[src/hw/rtl/packed_yuv_to_planar_i420_macros.svh]
// Assertion macros for the file that carries concurrent checks.
`ifndef PACKED_YUV_TO_PLANAR_I420_MACROS_SVH
`define PACKED_YUV_TO_PLANAR_I420_MACROS_SVH

// The consequent must hold in the same cycle as the antecedent.
`define PYI_ASSERT_NOW(label, ante, cons, msg) \
    label: assert property (@(posedge clk) disable iff (!rst_n) (ante) |-> (cons)) \
        else $error(msg);

// The consequent must hold in the cycle after the antecedent.
`define PYI_ASSERT_NEXT(label, ante, cons, msg) \
    label: assert property (@(posedge clk) disable iff (!rst_n) (ante) |=> (cons)) \
        else $error(msg);

`endif

[src/hw/rtl/pyi_pkg.sv]
package pyi_pkg;

    localparam int OFFSET_W = 25;
    localparam int ADDR_W   = 4;
    localparam int DATA_W   = 32;
    localparam int CFG_W    = 13;

    localparam logic [1:0] MODE_YUYV = 2'd0;
    localparam logic [1:0] MODE_UYVY = 2'd1;
    localparam logic [1:0] MODE_NV12 = 2'd2;

    localparam logic [1:0] PLANE_Y = 2'd0;
    localparam logic [1:0] PLANE_U = 2'd1;
    localparam logic [1:0] PLANE_V = 2'd2;

    localparam logic [1:0] REG_MODE   = 2'd0;
    localparam logic [1:0] REG_WIDTH  = 2'd1;
    localparam logic [1:0] REG_HEIGHT = 2'd2;

    localparam logic [1:0]       RESET_MODE   = MODE_YUYV;
    localparam logic [CFG_W-1:0] RESET_WIDTH  = 13'd640;
    localparam logic [CFG_W-1:0] RESET_HEIGHT = 13'd480;

    // Cycles from a register write until the derived frame geometry is final.
    localparam logic [2:0] SETTLE_CYCLES = 3'd4;

endpackage

[src/hw/rtl/pyi_cfg.sv]
module pyi_cfg
    import pyi_pkg::*;
#(
    parameter int MAX_WIDTH  = 4096,
    parameter int MAX_HEIGHT = 4096,
    localparam int EW = $clog2(MAX_WIDTH + 1),
    localparam int EH = $clog2(MAX_HEIGHT + 1),
    localparam int YW = EW + EH
)
(
    input  logic                clk,
    input  logic                rst_n,
    input  logic                psel,
    input  logic                penable,
    input  logic                pwrite,
    input  logic [ADDR_W-1:0]   paddr,
    input  logic [DATA_W-1:0]   pwdata,
    output logic [DATA_W-1:0]   prdata,
    output logic                pready,
    output logic [1:0]          source_mode,
    output logic                busy,
    output logic [EH-1:0]       row_last,
    output logic [EW:0]         byte_last,
    output logic [YW-1:0]       luma_size,
    output logic [YW:0]         total_last,
    output logic [OFFSET_W-1:0] u_start,
    output logic [OFFSET_W-1:0] v_start
);

    logic [1:0]          mode_reg;
    logic [CFG_W-1:0]    width_reg;
    logic [CFG_W-1:0]    height_reg;
    logic [2:0]          settle_reg;
    logic [EW-1:0]       eff_w_reg;
    logic [EH-1:0]       eff_h_reg;
    logic [EW-1:0]       eff_w_next;
    logic [EH-1:0]       eff_h_next;
    logic [YW-1:0]       ysize_reg;
    logic [EH-1:0]       row_last_reg;
    logic [EW:0]         byte_last_reg;
    logic [YW:0]         total_last_reg;
    logic [OFFSET_W-1:0] u_start_reg;
    logic [OFFSET_W-1:0] v_start_reg;
    logic [YW:0]         v_sum;
    logic [CFG_W:0]      w_wide;
    logic [CFG_W:0]      h_wide;
    logic [1:0]          index;
    logic                wr;
    logic                wr_known;

    assign index    = paddr[3:2];
    assign wr       = psel && penable && pwrite;
    assign wr_known = wr && (index == REG_MODE || index == REG_WIDTH || index == REG_HEIGHT);
    assign pready   = 1'b1;

    always_comb
    begin
        unique case (index)
            REG_MODE:   prdata = {{(DATA_W - 2){1'b0}}, mode_reg};
            REG_WIDTH:  prdata = {{(DATA_W - CFG_W){1'b0}}, width_reg};
            REG_HEIGHT: prdata = {{(DATA_W - CFG_W){1'b0}}, height_reg};
            default:    prdata = '0;
        endcase
    end

    always_ff @(posedge clk or negedge rst_n)
    begin
        if (!rst_n)
        begin
            mode_reg   <= RESET_MODE;
            width_reg  <= RESET_WIDTH;
            height_reg <= RESET_HEIGHT;
            settle_reg <= SETTLE_CYCLES;
        end
        else
        begin
            if (wr)
            begin
                unique case (index)
                    REG_MODE:   mode_reg   <= pwdata[1:0];
                    REG_WIDTH:  width_reg  <= pwdata[CFG_W-1:0];
                    REG_HEIGHT: height_reg <= pwdata[CFG_W-1:0];
                    default:    ;
                endcase
            end
            if (wr_known)
                settle_reg <= SETTLE_CYCLES;
            else if (settle_reg != 3'd0)
                settle_reg <= settle_reg - 3'd1;
        end
    end

    // Sizes are held within range and rounded down to an even count.
    always_comb
    begin
        w_wide = {1'b0, width_reg};
        h_wide = {1'b0, height_reg};
        if (w_wide < (CFG_W + 1)'(2))
            w_wide = (CFG_W + 1)'(2);
        if (w_wide > (CFG_W + 1)'(MAX_WIDTH))
            w_wide = (CFG_W + 1)'(MAX_WIDTH);
        if (h_wide < (CFG_W + 1)'(2))
            h_wide = (CFG_W + 1)'(2);
        if (h_wide > (CFG_W + 1)'(MAX_HEIGHT))
            h_wide = (CFG_W + 1)'(MAX_HEIGHT);
        w_wide[0] = 1'b0;
        h_wide[0] = 1'b0;
        eff_w_next = EW'(w_wide);
        eff_h_next = EH'(h_wide);
        v_sum      = {1'b0, ysize_reg} + {3'b000, ysize_reg[YW-1:2]};
    end

    always_ff @(posedge clk)
    begin
        eff_w_reg      <= eff_w_next;
        eff_h_reg      <= eff_h_next;
        ysize_reg      <= {{EH{1'b0}}, eff_w_reg} * {{EW{1'b0}}, eff_h_reg};
        row_last_reg   <= eff_h_reg - EH'(1);
        byte_last_reg  <= {eff_w_reg, 1'b0} - (EW + 1)'(1);
        total_last_reg <= {1'b0, ysize_reg} + {2'b00, ysize_reg[YW-1:1]} - (YW + 1)'(1);
        u_start_reg    <= OFFSET_W'(ysize_reg);
        v_start_reg    <= OFFSET_W'(v_sum);
    end

    assign source_mode = mode_reg;
    assign busy        = (settle_reg != 3'd0);
    assign row_last    = row_last_reg;
    assign byte_last   = byte_last_reg;
    assign luma_size   = ysize_reg;
    assign total_last  = total_last_reg;
    assign u_start     = u_start_reg;
    assign v_start     = v_start_reg;

endmodule

[src/hw/rtl/pyi_router.sv]
module pyi_router
    import pyi_pkg::*;
#(
    parameter int MAX_WIDTH  = 4096,
    parameter int MAX_HEIGHT = 4096,
    localparam int EW = $clog2(MAX_WIDTH + 1),
    localparam int EH = $clog2(MAX_HEIGHT + 1),
    localparam int YW = EW + EH
)
(
    input  logic                clk,
    input  logic                rst_n,
    input  logic                restart,
    input  logic                step,
    input  logic                advance,
    input  logic                item_valid,
    input  logic [7:0]          item_byte,
    input  logic [1:0]          source_mode,
    input  logic [EH-1:0]       row_last,
    input  logic [EW:0]         byte_last,
    input  logic [YW-1:0]       luma_size,
    input  logic [YW:0]         total_last,
    input  logic [OFFSET_W-1:0] u_start,
    input  logic [OFFSET_W-1:0] v_start,
    output logic                out_valid,
    output logic                write_enable,
    output logic [1:0]          plane_select,
    output logic [OFFSET_W-1:0] dest_offset,
    output logic [7:0]          byte_value,
    output logic                frame_last
);

    logic [EH-1:0]       row_reg;
    logic [EW:0]         col_reg;
    logic [OFFSET_W-1:0] luma_ptr_reg;
    logic [OFFSET_W-1:0] u_ptr_reg;
    logic [OFFSET_W-1:0] v_ptr_reg;
    logic [YW:0]         nv_cnt_reg;
    logic                out_valid_reg;
    logic                we_reg;
    logic [1:0]          plane_reg;
    logic [OFFSET_W-1:0] offset_reg;
    logic [7:0]          value_reg;
    logic                last_reg;

    logic                we_next;
    logic [1:0]          plane_next;
    logic [OFFSET_W-1:0] offset_next;
    logic                last_next;
    logic                is_luma;
    logic                row_end;

    always_comb
    begin
        we_next     = 1'b0;
        plane_next  = PLANE_Y;
        offset_next = '0;
        is_luma     = 1'b0;
        row_end     = (col_reg >= byte_last);
        if (source_mode[1])
        begin
            we_next = 1'b1;
            if (nv_cnt_reg < {1'b0, luma_size})
            begin
                plane_next  = PLANE_Y;
                offset_next = luma_ptr_reg;
            end
            else if (nv_cnt_reg[0] == luma_size[0])
            begin
                plane_next  = PLANE_U;
                offset_next = u_ptr_reg;
            end
            else
            begin
                plane_next  = PLANE_V;
                offset_next = v_ptr_reg;
            end
            last_next = (nv_cnt_reg >= total_last);
        end
        else
        begin
            is_luma = (source_mode == MODE_YUYV) ? !col_reg[0] : col_reg[0];
            if (is_luma)
            begin
                we_next     = 1'b1;
                plane_next  = PLANE_Y;
                offset_next = luma_ptr_reg;
            end
            else if (!row_reg[0])
            begin
                we_next = 1'b1;
                if (!col_reg[1])
                begin
                    plane_next  = PLANE_U;
                    offset_next = u_ptr_reg;
                end
                else
                begin
                    plane_next  = PLANE_V;
                    offset_next = v_ptr_reg;
                end
            end
            last_next = (row_reg >= row_last) && row_end;
        end
    end

    always_ff @(posedge clk or negedge rst_n)
    begin
        if (!rst_n)
        begin
            row_reg       <= '0;
            col_reg       <= '0;
            luma_ptr_reg  <= '0;
            u_ptr_reg     <= '0;
            v_ptr_reg     <= '0;
            nv_cnt_reg    <= '0;
            out_valid_reg <= 1'b0;
        end
        else
        begin
            if (advance)
                out_valid_reg <= item_valid;
            if (restart || (step && last_next))
            begin
                row_reg      <= '0;
                col_reg      <= '0;
                luma_ptr_reg <= '0;
                u_ptr_reg    <= u_start;
                v_ptr_reg    <= v_start;
                nv_cnt_reg   <= '0;
            end
            else if (step)
            begin
                if (we_next && plane_next == PLANE_Y)
                    luma_ptr_reg <= luma_ptr_reg + OFFSET_W'(1);
                if (we_next && plane_next == PLANE_U)
                    u_ptr_reg <= u_ptr_reg + OFFSET_W'(1);
                if (we_next && plane_next == PLANE_V)
                    v_ptr_reg <= v_ptr_reg + OFFSET_W'(1);
                if (source_mode[1])
                    nv_cnt_reg <= nv_cnt_reg + (YW + 1)'(1);
                else if (row_end)
                begin
                    col_reg <= '0;
                    row_reg <= row_reg + EH'(1);
                end
                else
                    col_reg <= col_reg + (EW + 1)'(1);
            end
        end
    end

    always_ff @(posedge clk)
    begin
        if (step)
        begin
            we_reg     <= we_next;
            plane_reg  <= plane_next;
            offset_reg <= offset_next;
            value_reg  <= we_next ? item_byte : 8'd0;
            last_reg   <= last_next;
        end
    end

    assign out_valid    = out_valid_reg;
    assign write_enable = we_reg;
    assign plane_select = plane_reg;
    assign dest_offset  = offset_reg;
    assign byte_value   = value_reg;
    assign frame_last   = last_reg;

endmodule

[src/hw/rtl/packed_yuv_to_planar_i420.sv]
// Routes a YUYV, UYVY or NV12 source frame, one byte per item, into writes
// for a planar I420 buffer.
// The input channel (in_valid, in_ready, source_byte) takes source bytes in
// raster order. The output channel (out_valid, out_ready and the result
// fields) gives one item per source byte: plane, byte offset, value and a
// write enable that is low for chroma bytes dropped on odd packed rows.
// frame_last marks the result for the final byte of each frame.
// An accepted item is held in the input register, and its result is
// registered in the result register whenever the output can advance.
// One item is taken every cycle while the receiver keeps taking results
// and no rebuild runs; counters and pointers in the router step per byte.
// When the receiver stalls, the result register holds and the input
// register fills, after which in_ready falls until the receiver takes.
// After reset, and after every write to a known register, the frame
// geometry is rebuilt with in_ready low, and the frame restarts from its
// first byte. Reset gives YUYV at 640 by 480.
`include "packed_yuv_to_planar_i420_macros.svh"

module packed_yuv_to_planar_i420
    import pyi_pkg::*;
#(
    parameter int MAX_WIDTH  = 4096,
    parameter int MAX_HEIGHT = 4096
)
(
    input  logic                clk,
    input  logic                rst_n,
    input  logic                psel,
    input  logic                penable,
    input  logic                pwrite,
    input  logic [ADDR_W-1:0]   paddr,
    input  logic [DATA_W-1:0]   pwdata,
    output logic [DATA_W-1:0]   prdata,
    output logic                pready,
    input  logic                in_valid,
    output logic                in_ready,
    input  logic [7:0]          source_byte,
    output logic                out_valid,
    input  logic                out_ready,
    output logic                write_enable,
    output logic [1:0]          plane_select,
    output logic [OFFSET_W-1:0] dest_offset,
    output logic [7:0]          byte_value,
    output logic                frame_last
);

    localparam int EW = $clog2(MAX_WIDTH + 1);
    localparam int EH = $clog2(MAX_HEIGHT + 1);
    localparam int YW = EW + EH;

    logic                cfg_busy;
    logic [1:0]          mode;
    logic [EH-1:0]       row_last;
    logic [EW:0]         byte_last;
    logic [YW-1:0]       luma_size;
    logic [YW:0]         total_last;
    logic [OFFSET_W-1:0] u_start;
    logic [OFFSET_W-1:0] v_start;
    logic                hold_valid_reg;
    logic [7:0]          hold_byte_reg;
    logic                advance;
    logic                step;

    pyi_cfg #(
        .MAX_WIDTH  (MAX_WIDTH),
        .MAX_HEIGHT (MAX_HEIGHT)
    ) u_cfg (
        .clk         (clk),
        .rst_n       (rst_n),
        .psel        (psel),
        .penable     (penable),
        .pwrite      (pwrite),
        .paddr       (paddr),
        .pwdata      (pwdata),
        .prdata      (prdata),
        .pready      (pready),
        .source_mode (mode),
        .busy        (cfg_busy),
        .row_last    (row_last),
        .byte_last   (byte_last),
        .luma_size   (luma_size),
        .total_last  (total_last),
        .u_start     (u_start),
        .v_start     (v_start)
    );

    assign advance  = !out_valid || out_ready;
    assign step     = hold_valid_reg && advance;
    assign in_ready = !cfg_busy && (!hold_valid_reg || advance);

    always_ff @(posedge clk or negedge rst_n)
    begin
        if (!rst_n)
            hold_valid_reg <= 1'b0;
        else if (in_ready)
            hold_valid_reg <= in_valid;
        else if (advance)
            hold_valid_reg <= 1'b0;
    end

    always_ff @(posedge clk)
    begin
        if (in_valid && in_ready)
            hold_byte_reg <= source_byte;
    end

    pyi_router #(
        .MAX_WIDTH  (MAX_WIDTH),
        .MAX_HEIGHT (MAX_HEIGHT)
    ) u_router (
        .clk          (clk),
        .rst_n        (rst_n),
        .restart      (cfg_busy),
        .step         (step),
        .advance      (advance),
        .item_valid   (hold_valid_reg),
        .item_byte    (hold_byte_reg),
        .source_mode  (mode),
        .row_last     (row_last),
        .byte_last    (byte_last),
        .luma_size    (luma_size),
        .total_last   (total_last),
        .u_start      (u_start),
        .v_start      (v_start),
        .out_valid    (out_valid),
        .write_enable (write_enable),
        .plane_select (plane_select),
        .dest_offset  (dest_offset),
        .byte_value   (byte_value),
        .frame_last   (frame_last)
    );

    `PYI_ASSERT_NOW(a_drop_is_blank, out_valid && !write_enable,
        plane_select == PLANE_Y && dest_offset == '0 && byte_value == 8'd0,
        "dropped item carries a non-zero payload")
    `PYI_ASSERT_NEXT(a_cfg_blocks_input,
        psel && penable && pwrite && (paddr[3:2] == REG_MODE || paddr[3:2] == REG_WIDTH),
        !in_ready, "input taken straight after a register write")
    `PYI_ASSERT_NOW(a_plane_code, out_valid, plane_select != 2'd3,
        "result names a plane that does not exist")

endmodule

[config.mk]
export PLATFORM = sky130hd
export DESIGN_NAME = packed_yuv_to_planar_i420
export DESIGN_NICKNAME = d
export VERILOG_FILES = /design/src/hw/rtl/pyi_pkg.sv /design/src/hw/rtl/pyi_cfg.sv /design/src/hw/rtl/pyi_router.sv /design/src/hw/rtl/packed_yuv_to_planar_i420.sv
export VERILOG_INCLUDE_DIRS = /design/src /design/src/hw/rtl
export SDC_FILE = /design/constraint.sdc
export NUM_CORES = 1
export LEC_CHECK = 0
export BUFFER_PORTS_ARGS = -buffer_cell sky130_fd_sc_hd__buf_4
export CORE_MARGIN = 3
export CORE_UTILIZATION = 50
export DETAILED_ROUTE_END_ITERATION = 7
export PLACE_DENSITY = 0.67
export SYNTH_ARGS = -nofsm -noshare
export SYNTH_HDL_FRONTEND = slang
export SYNTH_SLANG_ARGS = --single-unit
[constraint.sdc]
create_clock -name clk -period 11.6 [get_ports clk]
set_input_delay 2.32 -clock clk [delete_from_list [all_inputs] [get_ports clk]]
set_output_delay 2.32 -clock clk [all_outputs]
set_load 0.02 [all_outputs]
# After elaboration in Yosys (flattened, before gate mapping)
# Cells that the tools add are included.
[word_totals]
register_bits = 357
in_bits = 51
output_inout_bits = 72
[op_classes]
addsub = 12
n_mul = 1
order_cmp = 8
eq_ne = 5
muxes = 44
n_reduce_logical = 41
[ops]
columns = ["cell", "n"]
rows = [
  ["$mux W25", 15],
  ["$mux W27", 3],
  ["$mux W13", 6],
  ["$add A25 B1 Y25 const B", 3],
  ["$mux W14", 4],
  ["$pmux W13 S3", 1],
  ["$add A26 B25 Y27", 1],
  ["$add A27 B1 Y27 const B", 1],
  ["$ge A27 B27 Y1", 1],
  ["$lt A27 B26 Y1", 1],
  ["$sub A27 B1 Y27 const B", 1],
  ["$gt A13 B13 Y1 const B", 2],
  ["$lt A13 B2 Y1 const B", 2],
  ["$add A25 B24 Y25", 1],
  ["$mul A12 B12 Y24", 1],
  ["$reduce_and A2 Y1", 8],
  ["$reduce_bool A2 Y1", 8],
  ["$add A14 B1 Y14 const B", 1],
  ["$ge A14 B14 Y1", 1],
  ["$sub A14 B1 Y14 const B", 1],
  ["$add A13 B1 Y13 const B", 1],
  ["$ge A13 B13 Y1", 1],
  ["$sub A13 B1 Y13 const B", 1],
  ["$mux W2", 6],
  ["12 further kinds", 40],
]

# Depth between registers and ports, before layout
# Gate-level depths: netlist (run 1).
[depth]
ltp_word = 9
depth_mapped = 22
depth_no_buf = 20

# Hierarchy
# Synthesis (run 1) repeated with hierarchy kept, for this count alone.
[unflattened]
cells_unflattened = 2574
area_unflattened_um2 = 23677.7
[modules_own_cells]
columns = ["module", "instances", "cells_per_inst", "area_per_inst_um2"]
rows = [
  ["pyi_cfg", 1, 1380, 12786.0],
  ["pyi_router", 1, 1178, 10585.2],
  ["packed_yuv_to_planar_i420", 1, 16, 306.5],
]

# Least setup slack after synthesis (run 1)
# OpenSTA, ideal clock, no wires.
[synth_path]
path_kind = "in2out"
startpoint = "in paddr[3]"
endpoint = "out prdata[10]"
t_arrival_ns = 3.300
path_slack_ns = 5.980
cell_stages = 4
n_path_buf = 2
cell_sequence = "clkbuf_1 nor2b_1 clkbuf_1 a22o_1"
[synth_between]
elab_chain_len = 2
elab_cells_between_ends = 4
classes_between = "2 x eq/ne; 1 x mux; 1 x reduce/logical"
[synth_rtl]
columns = ["item", "line_no", "source"]
rows = [
  ["start: declaration", "packed_yuv_to_planar_i420.sv:31", "input logic [ADDR_W-1:0] paddr,"],
  ["$eq A2 B2 Y1, or another cell as far along", "pyi_cfg.sv:58", "unique case (index)"],
  ["$pmux W13 S3 *", "pyi_cfg.sv:58", ""],
  ["end: declaration", "packed_yuv_to_planar_i420.sv:33", "output logic [DATA_W-1:0] prdata,"],
]
# Mark *: on every way between the ends. The rest lies on a longest branch, timed or not.

# Worst setup path after layout (run 1)
[layout_path]
startpoint = "reg u_cfg.eff_w_reg[6]"
endpoint = "reg u_cfg.ysize_reg[25], in the netlist u_cfg.luma_size[25]"
[layout_between]
elab_chain_len = 1
[layout_rtl]
columns = ["item", "line_no", "source"]
rows = [
  ["start: declaration", "pyi_cfg.sv:34", "logic [EW-1:0] eff_w_reg;"],
  ["start signal: assignment", "pyi_cfg.sv:115", "eff_w_reg <= eff_w_next;"],
  ["$mul A12 B12 Y24", "pyi_cfg.sv:117", "ysize_reg <= {{EH{1'b0}}, eff_w_reg} * {{EW{1'b0}}, eff_h_reg};"],
  ["end signal: assignment", "pyi_cfg.sv:117", ""],
  ["end: declaration", "pyi_cfg.sv:38", "logic [YW-1:0] ysize_reg;"],
]
# Every way passes these cells.
# A chain may end at the register's enable or synchronous reset.

==> impl_metrics.ini, run 1 <==
[synthesis]
yosysUniqueCellTypes = 81
synth_seq_area_share = 0.355
yosys_most_used_dff = dfrtp_1
synth_edf_count = 45
syn-instance-count = 2474
synth_seq_cells = 351
syn_area_um2 = 23400
syn_area_per_cell_um2 = 9.46
synth-warning-count = 0
synth-async-reset-ratio = 0.462

[routing]
num_vias = 17700
ant_nets = 0
wl_per_cell_um = 17.4
drtIter0Drc = 1413
vias_per_cell = 5.62
dr.pass1.iters = 6
drc_errors = 0
routed_wirelength_mm = 54.7

[final_layout]
nNetsFinal = 2884
area_delta_synth_final_pct = 10.3
final_cell_mix = 346 x inv_1, 214 x ha_1, 213 x nand2_1
layout_commonest_cell = inv_1
antennaDiodeCount = 0
seq_area_um2 = 8300
drive_gt1_frac = 0.104
multi_input_area_um2 = 13400
fillers = 3993
largest_reg_flops = 27

[global_route]
grt.overflow.total = 0
grt_max_degree = 83
track_usage = 0.222
grt_pass1_wl_mm = 90.6
grt_pass1_vias = 17900
antenna_found_initial = 0

[sta]
rsz0062_at_grt = no
setup_tns_ns = 0
slew_headroom = 0.213
period_share = 0.525
max_clock_freq_mhz = 164
clock_skew_ns = 0.0293
worst_pin_slew_ns = 1.18
fin_crit_ns = 6.09
finalHoldViolations = 0
finalMaxSlewViolations = 0
holdWs_ns = 0.397
final-setup-viol-count = 0

[clock_network]
cts_tree = done
post_cts_buffers = 0
cts_made_buffers = 39
clkSlewWorstSetupHoldPaths_ns = 0.06
max-clock-path-buffers = 3
cts_root_buffer = clkbuf_16
htreeDepth = 2
clock-sinks = 351
post_cts_resized = 0
clock_latency_ns = 0.57
ctsHoldBuffers = 0

[worst_setup_path]
cp.arrival_ns = 6.57
start_kind = flip-flop
crit_fanout = 16
critPathKind = flip-flop to flip-flop
cp.required_ns = 12.08
crit_path_end_kind = flip-flop

[place]
portBuffers = 81
place.gp.congestion = 0.881
hpwl_mm = 40.4

[pwr]
p_leak_nw = 12.2
vdd_ir_drop_max_mv = 0.157
p_per_area_nw_per_um2 = 254

[die]
die_h_um = 222
start_util = 0.511
core_area_um2 = 45800
pin_count = 123
dieWidth_um = 222
die-area_um2 = 49400
row_count = 78

[flow_run]
cap_viol_max_count = 0

[run_status]
status = finished clean

[worst_hold_path]
min_path_type = flip-flop to flip-flop
-- final cells by class --
type,instances,area share
Timing Repair Buffer,92,0.0269
Inverter,348,0.0506
Clock inverter,21,0.00567
Sequential cell,351,0.322
Tap cell,600,0.0291
Multi-Input combinational cell,1685,0.518
Clock buffer,51,0.0478
-- Yosys cell counts, types with 47 or more instances --
cell type / instances / area share
a21oi_1: 85 / 0.018
and2_1: 78 / 0.021
clkbuf_1: 59 / 0.0095
dfrtp_1: 155 / 0.17
dfxtp_1: 144 / 0.12
fa_1: 102 / 0.087
ha_1: 214 / 0.11
inv_1: 347 / 0.056
mux2_2: 66 / 0.032
nand2_1: 213 / 0.034
nand3_1: 80 / 0.017
nor2_1: 143 / 0.023
nor3_1: 47 / 0.010
o21ai_0: 55 / 0.012
xnor2_1: 103 / 0.039
xor2_1: 56 / 0.021
-- critical path, stage by stage (launching register included) --
cell and delay [ns]:
dfxtp_1 0.82, nand2_1 0.17, fa_1 0.60, fa_1 0.44, fa_1 0.49, inv_1 0.05, fa_1 0.54, inv_1 0.06
fa_1 0.53, inv_1 0.04, ha_1 0.35, a21o_1 0.17, a2111oi_0 0.61, o21a_1 0.18, a21o_1 0.12, a211o_1 0.14
a21oi_1 0.11, or4_1 0.48, nand3_1 0.10
-- kinds of logic after synthesis --
| group | share of synthesized area |
|---|---|
| multiplexers | 0.0348 |
| buffers and inverters | 0.0782 |
| AO/OA/AOI/OAI | 0.116 |
| adder cells (fa/ha/maj) | 0.202 |
| other | 0.000321 |
| AND/OR/NAND/NOR | 0.155 |
| flip-flops | 0.355 |
| XOR/XNOR | 0.0595 |
-- metrics by stage --
step | utilization | worst slack, ns | total power [W] | instance area [um^2] | std cells
4_1_cts | 0.564 | 5.51 | 0.00658 | 25800 | 3148
3_3_place_gp | 0.534 | 5.63 | 0.00514 | 24400 | 3076
6_report | 0.564 | 5.51 | 0.00654 | 25800 | 3148
5_1_grt | 0.564 | 5.19 | 0.00710 | 25800 | 3148
2_1_floorplan | - | 5.98 | 0.00443 | 23500 | 2492
3_5_place_dp | 0.534 | 5.55 | 0.00526 | 24400 | 3076
-- metal layers --
| metal | global-route usage | vias to the layer above | wire length (um) |
|---|---|---|---|
| li1 | - | 8454 | - |
| met1 | 0.297 | 8688 | 24400 |
| met2 | 0.373 | 466 | 26000 |
| met3 | 0.0285 | 93 | 2770 |
| met4 | 0.0755 | 0 | 1500 |
| met5 | 0 | - | 0 |
-- path summary, 6_finish.rpt --
| kind | from | endpoint | slack, ns | cells after the start |
|---|---|---|---|---|
| setup / recovery | u_cfg.eff_w_reg[6]$_SDFF_PN0_ | u_cfg.luma_size[25]$_DFF_P_ | 5.51 | 18 |
| hold / removal | u_cfg.luma_size[5]$_DFF_P_ | u_cfg.u_start[5]$_DFF_P_ | 0.40 | 0 |
| setup reg to reg | u_cfg.eff_w_reg[6]$_SDFF_PN0_ | u_cfg.luma_size[25]$_DFF_P_ | 5.51 | 18 |
| hold reg to reg | u_cfg.luma_size[5]$_DFF_P_ | u_cfg.u_start[5]$_DFF_P_ | 0.40 | 0 |
| max in group asynchronous | rst_n | u_router.u_ptr_reg[17]$_DFFE_PN0P_ | 8.13 | 2 |
| min in group asynchronous | rst_n | u_cfg.height_reg[9]$_DFFE_PN0P_ | 1.78 | 1 |
-- power by group --
group / switching [W] / total (W) / internal [W]
clock network: 0.000531 / 0.00129 / 0.000761
registers: 0.000400 / 0.00206 / 0.00166
logic: 0.00180 / 0.00319 / 0.00139
total: 0.00273 / 0.00654 / 0.00381
(Power assumes the default switching activity.)
==> run 2, diff against run 1 <==
--- a/config.mk
+++ b/config.mk
@@ -6,6 +6,7 @@
 export SDC_FILE = /design/constraint.sdc
 export NUM_CORES = 1
 export LEC_CHECK = 0
+export ABC_AREA = 1
 export BUFFER_PORTS_ARGS = -buffer_cell sky130_fd_sc_hd__buf_4
 export CORE_MARGIN = 3
 export CORE_UTILIZATION = 50
==> constraint.sdc (replaced) <==
create_clock -name clk -period 6.3 [get_ports clk]
set_input_delay 1.26 -clock clk [delete_from_list [all_inputs] [get_ports clk]]
set_output_delay 1.26 -clock clk [all_outputs]
set_load 0.02 [all_outputs]
==> impl_metrics.ini, run 2 <==
[synthesis]
synth_common_cells = 849 x nand2_1, 585 x inv_1, 234 x nand3_1, 227 x nor2_1, 214 x ha_1
synth_top_area_share = 0.151
synth_seq_cells = 351
synthAdderAreaFrac = 0.183
synth_edf_count = 45
synth_top_area_cell = dfrtp_1
yosysUniqueCellTypes = 61
synth_seq_area_share = 0.322
synth_mux_area_frac = 0
syn_area_um2 = 25800
syn-instance-count = 3366
yosys_most_used_dff = dfrtp_1
synth_top_family_by_area = simple AND/OR/NAND/NOR gates
syn_area_per_cell_um2 = 7.65
synth-warning-count = 0
synth_compound_area_frac = 0.0701
synthSimpleGateAreaFrac = 0.250
yosysMostFrequentCell = nand2_1
synthTopCellsByArea = dfrtp_1 15%, nand2_1 12%, dfxtp_1 11%, ha_1 10%, inv_1 8.5%
synth-async-reset-ratio = 0.462
synthXorXnorAreaFrac = 0.0625

[worst_setup_path]
r2r_slack_ns = 0.85
crit_family = adder cells
critPathBufInv = 6
cp_common_cell = inv_1
start_kind = flip-flop
cp_cell_sequence = nand2_1 > fa_1 > inv_1 > fa_1 > fa_1 > fa_1 > inv_1 > fa_1 > inv_1 > ha_1 > inv_1 > nor3_1 > inv_1 > o21ai_0 > nand2_1 > inv_1 > o21bai_1 > nand3_1 > nand2_1
cp_slowest_stage_delay_ns = 0.83
crit_fanout = 15
critPathKind = flip-flop to flip-flop
cp.arrival_ns = 5.91
rr_startpoint = u_cfg.eff_w_reg[9]$_SDFF_PN0_
r2r_cells = 19
cp.required_ns = 6.75
worst_path_max_delay_cell = dfxtp_1
startpoint = u_cfg.eff_w_reg[9]$_SDFF_PN0_
crit_path_end_kind = flip-flop
r2r-end = u_cfg.luma_size[22]$_DFF_P_

[global_route]
grt.overflow.total = 0
grt_pass1_vias = 21500
track_usage = 0.251
grt_pass1_wl_mm = 110
grt_max_degree = 80
antenna_found_initial = 0

[sta]
finalMaxSlewViolations = 0
rsz0062_at_grt = no
slew_headroom = 0.433
clock_skew_ns = 0.0212
max_clock_freq_mhz = 183
setup_tns_ns = 0
finalHoldViolations = 0
fin_crit_ns = 5.45
final-setup-viol-count = 0
worst_pin_slew_ns = 0.849
period_share = 0.866

[final_layout]
final_cell_mix = 848 x nand2_1, 585 x inv_1, 234 x nand3_1
area_delta_synth_final_pct = 8.89
stdcell_count = 4094
drive_gt1_frac = 0.0611
layout_commonest_cell = nand2_1
antennaDiodeCount = 0
fillers = 4800
nNetsFinal = 3759
largest_reg_flops = 27

[clock_network]
cts_root_buffer = clkbuf_16
clock_latency_ns = 0.56
post_cts_resized = 0
ctsHoldBuffers = 0
cts_tree = done
post_cts_buffers = 0
htreeDepth = 2
clock-sinks = 351
cts_made_buffers = 41
max-clock-path-buffers = 3
clkSlewWorstSetupHoldPaths_ns = 0.06

[die]
core_area_um2 = 50500
pin_count = 123
die-area_um2 = 54300
row_count = 82
start_util = 0.510
dieWidth_um = 233
die_h_um = 233

[routing]
ant_nets = 0
routed_wirelength_mm = 67.3
routed.top_layer = met4
wl_per_cell_um = 16.4
dr.pass1.iters = 5
vias_per_cell = 5.33
drtIter0Drc = 1504
wl_met1_mm = 30.4
drc_errors = 0
wl_met2_mm = 31.4
num_vias = 21800
met3_length_mm = 3.36

[place]
dp_cells = 4021
place.gp.congestion = 0.927
portBuffers = 81
hpwl_mm = 51.0

[worst_hold_path]
worstHoldStart = u_cfg.luma_size[23]$_DFF_P_
hold_end = u_cfg.u_start[23]$_DFF_P_
min_path_type = flip-flop to flip-flop
min_path_cells = 0

[pwr]
p_leak_nw = 14.5
p_per_area_nw_per_um2 = 429
vdd_ir_drop_max_mv = 0.232

[flow_run]
cap_viol_max_count = 0

[run_status]
status = finished clean
## run 2: cell types whose count changed in the layout (fill, tap and decap cells not counted), sizes merged, moves of 24 or more
| cell | before | now |
|---|---|---|
| nand2 | 213 | 868 |
| inv | 355 | 593 |
| nand3 | 80 | 238 |
| nor2 | 144 | 235 |
| xor2 | 56 | 143 |
| and2 | 78 | 3 |
| mux2 | 66 | 0 |
| xnor2 | 103 | 40 |
| and3 | 32 | 1 |
| nor2b | 28 | 0 |
| o21ai | 61 | 85 |
## run 2: where the power goes
part | switching (W) | internal [W]
Clock | 0.000990 | 0.00137
Combinational | 0.00400 | 0.00202
Sequential | 0.000652 | 0.00299
Total | 0.00564 | 0.00639
## run 2: stage by stage
stage	hold WS, ns	util	total power [W]	cell area (um^2)	setup WS (ns)
2_1_floorplan	0.371	-	0.00800	25800	1.32
4_1_cts	0.437	0.556	0.0121	28000	0.827
5_1_grt	0.437	0.556	0.0131	28000	0.529
3_3_place_gp	0.418	0.529	0.00950	26700	0.932
6_report	0.429	0.556	0.0120	28000	0.847
3_5_place_dp	0.412	0.529	0.00964	26700	0.813
## run 2: cell type report
cell class	count	area, um^2	share of cell area
multi-input cells	2311	14700	0.522
well taps	672	841	0.0300
repair buffers	94	709	0.0253
clock inverters	17	174	0.00620
inverters	593	2230	0.0794
flip-flops and latches	351	8300	0.296
clock buffers	56	1140	0.0408
## run 2: worst max path at each step
| stage | slack (ns) | endpoint | cells past startpoint |
|---|---|---|---|
| after floorplan | 1.32 | u_cfg.luma_size[22]$_DFF_P_ | 21 |
| after global placement | 0.93 | u_cfg.luma_size[22]$_DFF_P_ | 19 |
| after detailed placement | 0.81 | u_cfg.luma_size[22]$_DFF_P_ | 19 |
| after CTS | 0.83 | u_cfg.luma_size[22]$_DFF_P_ | 19 |
| after global routing | 0.53 | u_cfg.luma_size[22]$_DFF_P_ | 19 |
| final | 0.85 | u_cfg.luma_size[22]$_DFF_P_ | 19 |
## run 2: kinds of logic after synthesis
family	Yosys count
AO/OA/AOI/OAI	293
XOR/XNOR	183
adder cells (fa/ha/maj)	316
buffers and inverters	722
flip-flops	351
other	2
AND/OR/NAND/NOR	1499
## run 2: metal layers
metal | global-route usage | vias up
met5 | 0 | -
met4 | 0.0839 | 0
met3 | 0.0322 | 132
met2 | 0.415 | 591
met1 | 0.342 | 10400
li1 | - | 10700
## run 2: worst reg2reg max path, stage by stage (launching register included)
cell,delay (ns)
dfxtp_1,0.83
nand2_1,0.18
fa_1,0.58
inv_1,0.05
fa_1,0.51
fa_1,0.44
fa_1,0.57
inv_1,0.06
fa_1,0.52
inv_1,0.04
ha_1,0.32
inv_1,0.08
nor3_1,0.28
inv_1,0.06
o21ai_0,0.40
nand2_1,0.11
inv_1,0.09
o21bai_1,0.08
nand3_1,0.09
nand2_1,0.05
